===== src/sv/svm_pkg.sv =====
// Shared types and constants for the stack machine instruction executor.
// Used by svm_cell, svm_muldiv and stack_vm_instruction_execute_top.
package svm_pkg;

  // Opcodes
  localparam logic [7:0] OP_HALT   = 8'h00;
  localparam logic [7:0] OP_PUSH8  = 8'h01;
  localparam logic [7:0] OP_POP    = 8'h02;
  localparam logic [7:0] OP_ADD    = 8'h03;
  localparam logic [7:0] OP_SUB    = 8'h04;
  localparam logic [7:0] OP_MUL    = 8'h05;
  localparam logic [7:0] OP_DIV    = 8'h06;
  localparam logic [7:0] OP_PRINT  = 8'h07;
  localparam logic [7:0] OP_DUP    = 8'h08;
  localparam logic [7:0] OP_SWAP   = 8'h09;
  localparam logic [7:0] OP_PUSH16 = 8'h0A;
  localparam logic [7:0] OP_JMP    = 8'h0B;
  localparam logic [7:0] OP_JZ     = 8'h0C;

  // Status codes
  localparam logic [3:0] ST_OK         = 4'd0;
  localparam logic [3:0] ST_HALTED     = 4'd1;
  localparam logic [3:0] ST_IP_RANGE   = 4'd2;
  localparam logic [3:0] ST_BAD_OP     = 4'd3;
  localparam logic [3:0] ST_OPND_RANGE = 4'd4;
  localparam logic [3:0] ST_UNDERFLOW  = 4'd5;
  localparam logic [3:0] ST_OVERFLOW   = 4'd6;
  localparam logic [3:0] ST_DIV_ZERO   = 4'd7;
  localparam logic [3:0] ST_BAD_JUMP   = 4'd8;
  localparam logic [3:0] ST_STOPPED    = 4'd9;

  // Configuration register indexes
  localparam logic REG_BIG_ENDIAN   = 1'b0;
  localparam logic REG_PROGRAM_SIZE = 1'b1;

  localparam int IP_W  = 17;
  localparam int VAL_W = 64;

  // What one stack cell does in a cycle
  typedef enum logic [1:0] {
    CC_HOLD  = 2'd0,
    CC_ABOVE = 2'd1,
    CC_BELOW = 2'd2
  } cell_cmd_t;

  // Whole-stack operation
  typedef enum logic [2:0] {
    SK_HOLD = 3'd0,
    SK_PUSH = 3'd1,
    SK_POP  = 3'd2,
    SK_LOAD = 3'd3,
    SK_SWAP = 3'd4
  } stk_op_t;

  // Request to the iterative multiply/divide unit
  typedef struct packed {
    logic             start;
    logic             is_div;
    logic [VAL_W-1:0] a;
    logic [VAL_W-1:0] b;
  } md_req_t;

endpackage


===== src/sv/svm_cell.sv =====
// One operand stack cell: holds a word, loads from its upper or lower neighbor.
// Depends on svm_pkg for the cell command type.
module svm_cell import svm_pkg::*; (
  input  logic             clk,
  input  cell_cmd_t        cmd,
  input  logic [VAL_W-1:0] above,
  input  logic [VAL_W-1:0] below,
  output logic [VAL_W-1:0] value
);

  // Payload register, no reset needed.
  always_ff @(posedge clk) begin
    case (cmd)
      CC_ABOVE: value <= above;
      CC_BELOW: value <= below;
      CC_HOLD:  value <= value;
      default:  value <= value;
    endcase
  end

endmodule


===== config.mk =====
export PLATFORM = sky130hd
export DESIGN_NAME = svm_cell
export DESIGN_NICKNAME = d
export VERILOG_FILES = /design/src/sv/svm_pkg.sv /design/src/sv/svm_cell.sv
export SDC_FILE = /design/constraint.sdc
export NUM_CORES = 1
export LEC_CHECK = 0
export BUFFER_PORTS_ARGS = -buffer_cell sky130_fd_sc_hd__buf_2
export CORE_UTILIZATION = 40
export CTS_CLUSTER_DIAMETER = 120
export DETAILED_ROUTE_END_ITERATION = 6
export GPL_TIMING_DRIVEN = 0
export PLACE_DENSITY = 0.76
export REMOVE_ABC_BUFFERS = 1
export SLEW_MARGIN = 30
export SYNTH_ARGS = -nofsm -noshare
export SYNTH_HDL_FRONTEND = slang
export SYNTH_SLANG_ARGS = --single-unit

===== constraint.sdc =====
create_clock -name clk -period 3.5 [get_ports clk]
set_input_delay 0.175 -clock clk [delete_from_list [all_inputs] [get_ports clk]]
set_output_delay 0.175 -clock clk [all_outputs]
set_load 0.02 [all_outputs]

==> results_dict.tcl <==
set metrics [dict create \
    cp_max_fo 37 \
    finalCritPeriodShare_pct 42.8 \
    yosys-top-cells-area "edfxtp_1 64%, mux2_4 30%, buf_12 4.0%, mux2_2 1.5%, ha_1 0.41%" \
    drv_slew 0 \
    num_rows 31 \
    arrival_ns 1.57 \
    endpoint "value[62]$_DFFE_PP_" \
    cts_buffers 9 \
    htree_levels 3 \
    initialDrtViolationCount 34 \
    dp_hpwl_um 5000 \
    synth.most_common_cell "edfxtp_1" \
    ctsResizeCount 0 \
    status "completed" \
    portBuffers 194 \
    async_flop_share_pct 0 \
    drive_above_1_share_pct 80.5 \
    holdCritPathClass "input port to flip-flop" \
    largest_reg_flops 64 \
    antenna_found_initial 0 \
    switching_share_pct 25.7 \
    syn_to_final_growth_pct 41.8 \
    maxCapViolCount 0 \
    grt_pass1_wl_um 8540 \
    power_density_nw_per_um2 522 \
    yosys.area.top_type_share_pct 63.7 \
    vias 1976 \
    p_clk_share_pct 33.5 \
    cp-end-kind "flip-flop" \
    ir_drop_mv 0.253 \
    p_comb_share_pct 21.7 \
    rsz0062_at_grt "false" \
    seqCellArea_sq_um 1920 \
    leakage_nw 2.01 \
    synth_seq_cells 64 \
    dr.pass1.iters 3 \
    holdWs_ns 0.140 \
    start_util_pct 41.4 \
    gr-total-overflow 0 \
    clock.fmax_mhz 668 \
    synthFlopType "edfxtp_1" \
    routabilityCongestion 0.677 \
    clkSinkCount 64 \
    syn_inst 138 \
    setup_viol 0 \
    synth_area_per_cell_sq_um 21.9 \
    fin_crit_ns 1.50 \
    seq_area_frac_synth_pct 63.7 \
    criticalPathCategory "input port to flip-flop" \
    wl_per_cell_um 14.7 \
    final_util_pct 58.7 \
    fin_nets 470 \
    switchingPower_w 0.000574 \
    tightestPinTransition_ns 0.548 \
    critPathRequiredTime_ns 3.58 \
    ctsHoldBuffers 0 \
    grt_pass1_vias 1775 \
    intPower_w 0.00166 \
    clk_pin_slew_worst_paths_ns 0.08 \
    synth_common_cells "64 x edfxtp_1, 60 x mux2_4, 6 x buf_12" \
    ant_nets 0 \
    ioPinCount 195 \
    synth-edff-count 64 \
    grt_max_degree 39 \
    cts_tree "done" \
    fp.coreArea_sq_um 7290 \
    multi_input_area_sq_um 971 \
    routed_wl_um 6510 \
    die_area_sq_um 7900 \
    largest_registers "value x64" \
    finalHoldViolCount 0 \
    n_fill_cell 602 \
    syn_area_sq_um 3020 \
    relSlewSlack_pct 63.5 \
    chipHeight_um 88.9 \
    start_kind "input port" \
    largest-register "value" \
    via_per_inst 4.47 \
    crit_path_start "cmd[0]" \
    synth_cell_types 7 \
    die-width_um 88.9 \
    seqPwrFrac_pct 44.7 \
    antenna_cells 0 \
    yosys_warnings 0 \
    cts_root_buffer "clkbuf_8" \
    drc_errors 0 \
    yosysTopAreaCell "edfxtp_1" \
    post_cts_buffers 0 \
    clockBufferDepth 2 \
    grt_use_total_pct 15.3 \
]
## cell usage in the layout (no fill, tap or decap), drive strengths merged
master / instances
clkbuf: 10
ha: 1
mux2: 64
edfxtp: 64
buf: 196
bufinv: 3
clkinv: 3
inv: 2
## worst min-delay path by stage
stage | from | slack (ns) | end | cells after the start
final | above[37] | 0.14 | value[37]$_DFFE_PP_ | 2
after global routing | above[45] | 0.12 | value[45]$_DFFE_PP_ | 2
after CTS | below[23] | 0.12 | value[23]$_DFFE_PP_ | 2
after detailed placement | below[23] | 0.48 | value[23]$_DFFE_PP_ | 2
after global placement | below[33] | 0.48 | value[33]$_DFFE_PP_ | 2
after floorplan | below[10] | 0.39 | value[10]$_DFFE_PP_ | 1
## routing by layer
metal / wire, um / up-vias / part of all wire (%) / track usage (%)
met3: 701 / 12 / 11 / 5.69
met5: 0 / - / 0 / 0
li1: - / 939 / - / -
met4: 113 / 0 / 1.7 / 8.36
met2: 3240 / 112 / 50 / 26.1
met1: 2460 / 913 / 38 / 16.3
## cells by family (layout without fill, tap and decap cells)
family / count (synthesis) / after routing / synth area share [%]
buffers and inverters: 9 / 214 / 4.60
adder cells (fa/ha/maj): 1 / 1 / 0.414
multiplexers: 64 / 64 / 31.3
flip-flops: 64 / 64 / 63.7
## metrics by stage
| stage | power (W) | instance area, sq um | setup TNS (ns) | setup WS (ns) | instances |
|---|---|---|---|---|---|
| 2_1_floorplan | 0.00131 | 2890 | 0 | 0.205 | 131 |
| 4_1_cts | 0.00226 | 4280 | 0 | 2.00 | 442 |
| 3_3_place_gp | 0.00150 | 3980 | -19.75 | -0.441 | 424 |
| 3_5_place_dp | 0.00151 | 4050 | 0 | 1.65 | 426 |
| 6_report | 0.00224 | 4280 | 0 | 2.00 | 442 |
| 5_1_grt | 0.00232 | 4280 | 0 | 1.96 | 442 |
## power groups by stage
stage	Combinational [W]	Clock (W)	Sequential, W
global route	0.000517	0.000798	0.00101
finish	0.000486	0.000750	0.00100
CTS	0.000493	0.000766	0.00100
global placement	0.000485	0	0.00102
detailed placement	0.000491	0	0.00102
floorplan	0.000141	0	0.00117
## critical path, stage by stage
cell and delay (ns):
buf_2 0.10, inv_1 0.08, ha_4 0.50, buf_16 0.32
mux2_2 0.37
## cell type report
cell class	instances	area share, %
clock buffers	10	2.98
clock inverters	6	2.51
inverters	2	0.234
multi-input cells	65	22.7
flip-flops and latches	64	44.9
well taps	99	2.89
repair buffers	196	23.8
Note: power is estimated with default switching activity, not from simulation.
