`config.mk`:
```
export PLATFORM = sky130hd
export DESIGN_NAME = svm_muldiv
export DESIGN_NICKNAME = d
export VERILOG_FILES = /design/src/sv/svm_pkg.sv /design/src/sv/svm_muldiv.sv
export SDC_FILE = /design/constraint.sdc
export NUM_CORES = 1
export LEC_CHECK = 0
export BUFFER_PORTS_ARGS = -buffer_cell sky130_fd_sc_hd__buf_4
export CAP_MARGIN = 20
export CORE_MARGIN = 2
export CORE_UTILIZATION = 55
export CTS_BUF_LIST = sky130_fd_sc_hd__clkbuf_8
export DETAILED_ROUTE_END_ITERATION = 6
export GPL_TIMING_DRIVEN = 1
export PLACE_DENSITY = 0.79
export SYNTH_ARGS = -nofsm -noshare
export SYNTH_HDL_FRONTEND = slang
export SYNTH_SLANG_ARGS = --single-unit
export TNS_END_PERCENT = 1
```
`constraint.sdc`:
```
create_clock -name clk -period 13.35 [get_ports clk]
set_input_delay 0.6675 -clock clk [delete_from_list [all_inputs] [get_ports clk]]
set_output_delay 0.6675 -clock clk [all_outputs]
set_load 0.02 [all_outputs]
```
`src/sv/svm_pkg.sv`:
```
// Shared types and constants for the stack machine instruction executor.
// Used by svm_cell, svm_muldiv and stack_vm_instruction_execute_top.
package svm_pkg;

  // Opcodes
  localparam logic [7:0] OP_HALT   = 8'h00;
  localparam logic [7:0] OP_PUSH8  = 8'h01;
  localparam logic [7:0] OP_POP    = 8'h02;
  localparam logic [7:0] OP_ADD    = 8'h03;
  localparam logic [7:0] OP_SUB    = 8'h04;
  localparam logic [7:0] OP_MUL    = 8'h05;
  localparam logic [7:0] OP_DIV    = 8'h06;
  localparam logic [7:0] OP_PRINT  = 8'h07;
  localparam logic [7:0] OP_DUP    = 8'h08;
  localparam logic [7:0] OP_SWAP   = 8'h09;
  localparam logic [7:0] OP_PUSH16 = 8'h0A;
  localparam logic [7:0] OP_JMP    = 8'h0B;
  localparam logic [7:0] OP_JZ     = 8'h0C;

  // Status codes
  localparam logic [3:0] ST_OK         = 4'd0;
  localparam logic [3:0] ST_HALTED     = 4'd1;
  localparam logic [3:0] ST_IP_RANGE   = 4'd2;
  localparam logic [3:0] ST_BAD_OP     = 4'd3;
  localparam logic [3:0] ST_OPND_RANGE = 4'd4;
  localparam logic [3:0] ST_UNDERFLOW  = 4'd5;
  localparam logic [3:0] ST_OVERFLOW   = 4'd6;
  localparam logic [3:0] ST_DIV_ZERO   = 4'd7;
  localparam logic [3:0] ST_BAD_JUMP   = 4'd8;
  localparam logic [3:0] ST_STOPPED    = 4'd9;

  // Configuration register indexes
  localparam logic REG_BIG_ENDIAN   = 1'b0;
  localparam logic REG_PROGRAM_SIZE = 1'b1;

  localparam int IP_W  = 17;
  localparam int VAL_W = 64;

  // What one stack cell does in a cycle
  typedef enum logic [1:0] {
    CC_HOLD  = 2'd0,
    CC_ABOVE = 2'd1,
    CC_BELOW = 2'd2
  } cell_cmd_t;

  // Whole-stack operation
  typedef enum logic [2:0] {
    SK_HOLD = 3'd0,
    SK_PUSH = 3'd1,
    SK_POP  = 3'd2,
    SK_LOAD = 3'd3,
    SK_SWAP = 3'd4
  } stk_op_t;

  // Request to the iterative multiply/divide unit
  typedef struct packed {
    logic             start;
    logic             is_div;
    logic [VAL_W-1:0] a;
    logic [VAL_W-1:0] b;
  } md_req_t;

endpackage

```
`src/sv/svm_muldiv.sv`:
```
// Iterative 64-bit multiplier (low half) and signed truncating divider.
// One bit per cycle, 64 steps plus a sign fix step. Depends on svm_pkg.
module svm_muldiv import svm_pkg::*; (
  input  logic             clk,
  input  logic             rst,
  input  md_req_t          req,
  output logic             done,
  output logic [VAL_W-1:0] result
);

  typedef enum logic [2:0] {
    U_IDLE = 3'b001,
    U_RUN  = 3'b010,
    U_FIX  = 3'b100
  } ustate_t;

  ustate_t          state;
  logic [5:0]       cnt;
  logic [VAL_W-1:0] acc;
  logic [VAL_W-1:0] opb;
  logic [VAL_W-1:0] opc;
  logic             neg;
  logic             is_div;

  logic [VAL_W:0]   rem_sh;
  logic             ge;
  logic [VAL_W:0]   rem_sub;

  // One restoring division step on the shifted remainder.
  always_comb begin
    rem_sh  = {acc, opc[VAL_W-1]};
    ge      = rem_sh >= {1'b0, opb};
    rem_sub = rem_sh - {1'b0, opb};
  end

  // Control state
  always_ff @(posedge clk) begin
    if (rst) begin
      state <= U_IDLE;
      done  <= 1'b0;
      cnt   <= '0;
    end else begin
      done <= (state == U_FIX);
      case (state)
        U_IDLE: begin
          if (req.start) begin
            state <= U_RUN;
            cnt   <= '0;
          end
        end
        U_RUN: begin
          cnt <= cnt + 6'd1;
          if (cnt == 6'd63) begin
            state <= U_FIX;
          end
        end
        U_FIX: begin
          state <= U_IDLE;
        end
        default: state <= U_IDLE;
      endcase
    end
  end

  // Datapath: acc is product or remainder, opc is multiplier or dividend/quotient.
  always_ff @(posedge clk) begin
    case (state)
      U_IDLE: begin
        if (req.start) begin
          acc    <= '0;
          is_div <= req.is_div;
          neg    <= req.a[VAL_W-1] ^ req.b[VAL_W-1];
          if (req.is_div) begin
            opb <= req.b[VAL_W-1] ? (VAL_W'(0) - req.b) : req.b;
            opc <= req.a[VAL_W-1] ? (VAL_W'(0) - req.a) : req.a;
          end else begin
            opb <= req.a;
            opc <= req.b;
          end
        end
      end
      U_RUN: begin
        if (is_div) begin
          acc <= ge ? rem_sub[VAL_W-1:0] : rem_sh[VAL_W-1:0];
          opc <= {opc[VAL_W-2:0], ge};
        end else begin
          if (opc[0]) begin
            acc <= acc + opb;
          end
          opb <= {opb[VAL_W-2:0], 1'b0};
          opc <= {1'b0, opc[VAL_W-1:1]};
        end
      end
      U_FIX: begin
        if (is_div) begin
          result <= neg ? (VAL_W'(0) - opc) : opc;
        end else begin
          result <= acc;
        end
      end
      default: acc <= acc;
    endcase
  end

endmodule

```
==> summary.md <==
| Metric | Value |
|---|---|
| Synth Instances | `3099` |
| Top delay family on crit path | `compound AO/OA/AOI/OAI gates` |
| WL/cell | `23.8 um` |
| Yosys reg bits | `268` |
| Hold Violations, Final | `0` |
| Mean number of vias per cell | `6.73` |
| Fillers | `3895` |
| Critical path's largest stage delay | `0.76 ns` |
| # setup viols final | `0` |
| Iter 0 DRT Violations | `4397` |
| Slack of the critical path | `8.79 ns` |
| Top cells by count, synth | `344 x nand2_1, 301 x a21oi_1, 258 x edfxtp_1, 250 x nor2_1, 245 x o21ai_0` |
| Detail Route Antenna Nets | `0` |
| Max clock buf depth | `3` |
| Die Footprint | `0.0481 sq mm` |
| Slowest stage cell, crit path | `buf_4` |
| PortBufs | `196` |
| Worst setup EP type | `flop` |
| GPL Wtd Cong | `0.999` |
| Post-CTS Setup Inserts | `0` |
| Buffers and inverters on the worst path | `1` |
| Arr. time, crit path | `4.95 ns` |
| Max Cap Viol | `0` |
| Pre-CTS WS | `8.96 ns` |
| IR Drop Worst-Case VDD | `0.0878 mV` |
| Share of the synthesized area in the top cell type | `0.304` |
| TNS Setup | `0 ns` |
| Root Driver | `clkbuf_8` |
| Power Density | `107 mW/mm^2` |
| Chip width | `219 um` |
| Final worst path period need | `4.56 ns` |
| Grt ovf | `0` |
| Most instantiated library cell after synthesis | `nand2_1` |
| Num ports | `197` |
| Clock sink count | `268` |
| Async SR Flop Fraction | `0` |
| Area growth from synthesis to layout | `10.6%` |
| Clock Latency Late Sink | `0.66 ns` |
| Crit path max fanout | `80` |
| Hpwl dp | `69400 um` |
| CP startpoint kind | `flop` |
| Cell mode on critical path | `o21ai_0` |
| Library cells used by synthesis | `81` |
| Share of post-route cells with drive strength above 1 | `0.108` |
| Max Transition Viols Final | `0` |
| Core box area | `0.0456 sq mm` |
| Leakage power | `11.1 nW` |
| Seq/Total Area, Yosys | `0.312` |
| Synth Area per Inst | `8.23 sq um` |
| Vert. Die Dim | `219 um` |
| Num CTS Buffers | `51` |
| Vias | `25.7k` |
| Top cells by area, synth | `edfxtp_1 30%, xor2_1 6.6%, ha_1 6.4%` |
| Relative slew margins | `0.321` |
| Layout Nets | `3446` |
| First-pass GRT wire length | `136000 um` |
| Antenna violations before repair | `3` |
| Clock skew | `0.0256 ns` |
| Type of the worst setup path | `reg2reg` |
| Critical path cell sequence | `ha_1 > nand4_1 > or3_1 > nor2_1 > nand2_1 > a2111oi_2 > o21ai_0 > nand3_4 > buf_4 > o21ai_0 > o211ai_1 > a21oi_1` |
| Cell area after synthesis | `0.0255 sq mm` |
| RSZ-0062 raised after global routing | `no` |
| Post-Syn Nets | `3364` |
| Routed Wire Length | `90800 um` |
| Fmax | `219 MHz` |
| Post-cts sizing count | `0` |
| Post-route DRC | `3` |
| Initial Util | `0.559` |
| Largest net degree at the start of global routing | `109` |
| Clock H-tree levels | `2` |
| Synth Flop Type | `edfxtp_1` |
| CTS clk-pin slew, worst paths | `0.07 ns` |
| Synth warn | `0` |
| Run status | `finished, violations left` |
| Failing checks | `DRC` |
| Hold Buf Count CTS | `0` |
| Tot GR Track Use | `0.368` |
| Worst-Margin Slew | `1.02 ns` |
| Rows | `78` |
| Final period util | `0.342` |
| Hold slack final | `0.255 ns` |
| Worst Path Required | `13.73 ns` |
| Post-synth EDFFs | `258` |
| Vias in the first global route | `23.2k` |
| Hold WC Path Type | `in2reg` |
| Drt pass-1 iters | `7` |
| CTS tree | `done` |
| Area leader, netlist | `edfxtp_1` |
path summary, 6_finish.rpt:
check / start / to / slack [ns] / cells past startpoint
setup reg to reg: acc[24]$_SDFFCE_PN0P_ / acc[14]$_SDFFCE_PN0P_ / 8.79 / 12
hold / removal: rst / state[1]$_SDFFE_PP0P_ / 0.25 / 2
hold reg to reg: cnt[5]$_SDFFE_PP0P_ / state[2]$_SDFFE_PP0P_ / 0.49 / 2
setup / recovery: acc[24]$_SDFFCE_PN0P_ / acc[14]$_SDFFCE_PN0P_ / 8.79 / 12
layout by cell type (no fill, tap or decap), drive strengths merged, types with 23 or more instances in the layout:
cell type,count
nand3,38
o21ai,278
inv,125
ha,131
o31ai,55
a31oi,29
buf,219
nor2,253
clkinv,23
clkbuf,52
nand2b,27
nand2,344
xor2,191
mux2i,93
o21bai,41
o41ai,29
or3,47
nand4,51
nor3,47
a21oi,301
a211oi,45
xnor2,99
o211ai,110
or4,31
edfxtp,258
a21o,61
worst register-to-register path, stage by stage, from the launching register on:
cell and delay [ns]:
edfxtp_1 0.46, ha_1 0.48, nand4_1 0.18, or3_1 0.36
nor2_1 0.15, nand2_1 0.09, a2111oi_2 0.70, o21ai_0 0.34
nand3_4 0.27, buf_4 0.76, o21ai_0 0.26, o211ai_1 0.15
a21oi_1 0.09
registers in the layout (all words and copies together) (netlist names):
name / cells
is_div: 1
cnt: 6
state: 3
opc: 64
acc: 64
done: 1
opb: 64
neg: 1
result: 64
cells by family after synthesis:
kind of cell / after synthesis / synth area share
compound gates: 1054 / 0.261
xor+xnor: 290 / 0.0996
fa+ha+maj: 133 / 0.0659
buf+inv: 307 / 0.0453
flops: 268 / 0.312
mux: 96 / 0.0378
simple gates: 951 / 0.179
metal layers:
metal,global-route usage,up-vias,routed length [um]
met5,0,-,18
met4,0.110,2,2600
met3,0.0801,190,12700
met2,0.534,1641,37900
met1,0.544,12200,37600
li1,-,11700,-
cell type report:
class	instances	area (sq um)	share of cell area
multi-input cells	2524	16400	0.583
flip-flops and latches	268	7950	0.282
repair buffers	219	1660	0.0590
well taps	600	751	0.0266
clock buffers	52	716	0.0254
inverters	117	439	0.0156
clock inverters	36	243	0.00861
diodes	2	5.00	0.000177
report_power, final:
part	internal (mW)	total [mW]	switching, mW
Sequential	1.01	1.08	0.0788
Clock	0.419	0.811	0.392
Combinational	0.405	1.12	0.715
stage by stage:
stage	instances	power, mW	utilization	area [sq um]
floorplan	3099	1.83	-	25500
CTS	3815	2.97	0.618	28200
detailed placement	3727	2.17	0.597	27200
global placement	3726	2.15	0.597	27200
finish	3818	3.02	0.619	28200
global route	3816	3.14	0.619	28200
Power figures use the tool's default switching activity.
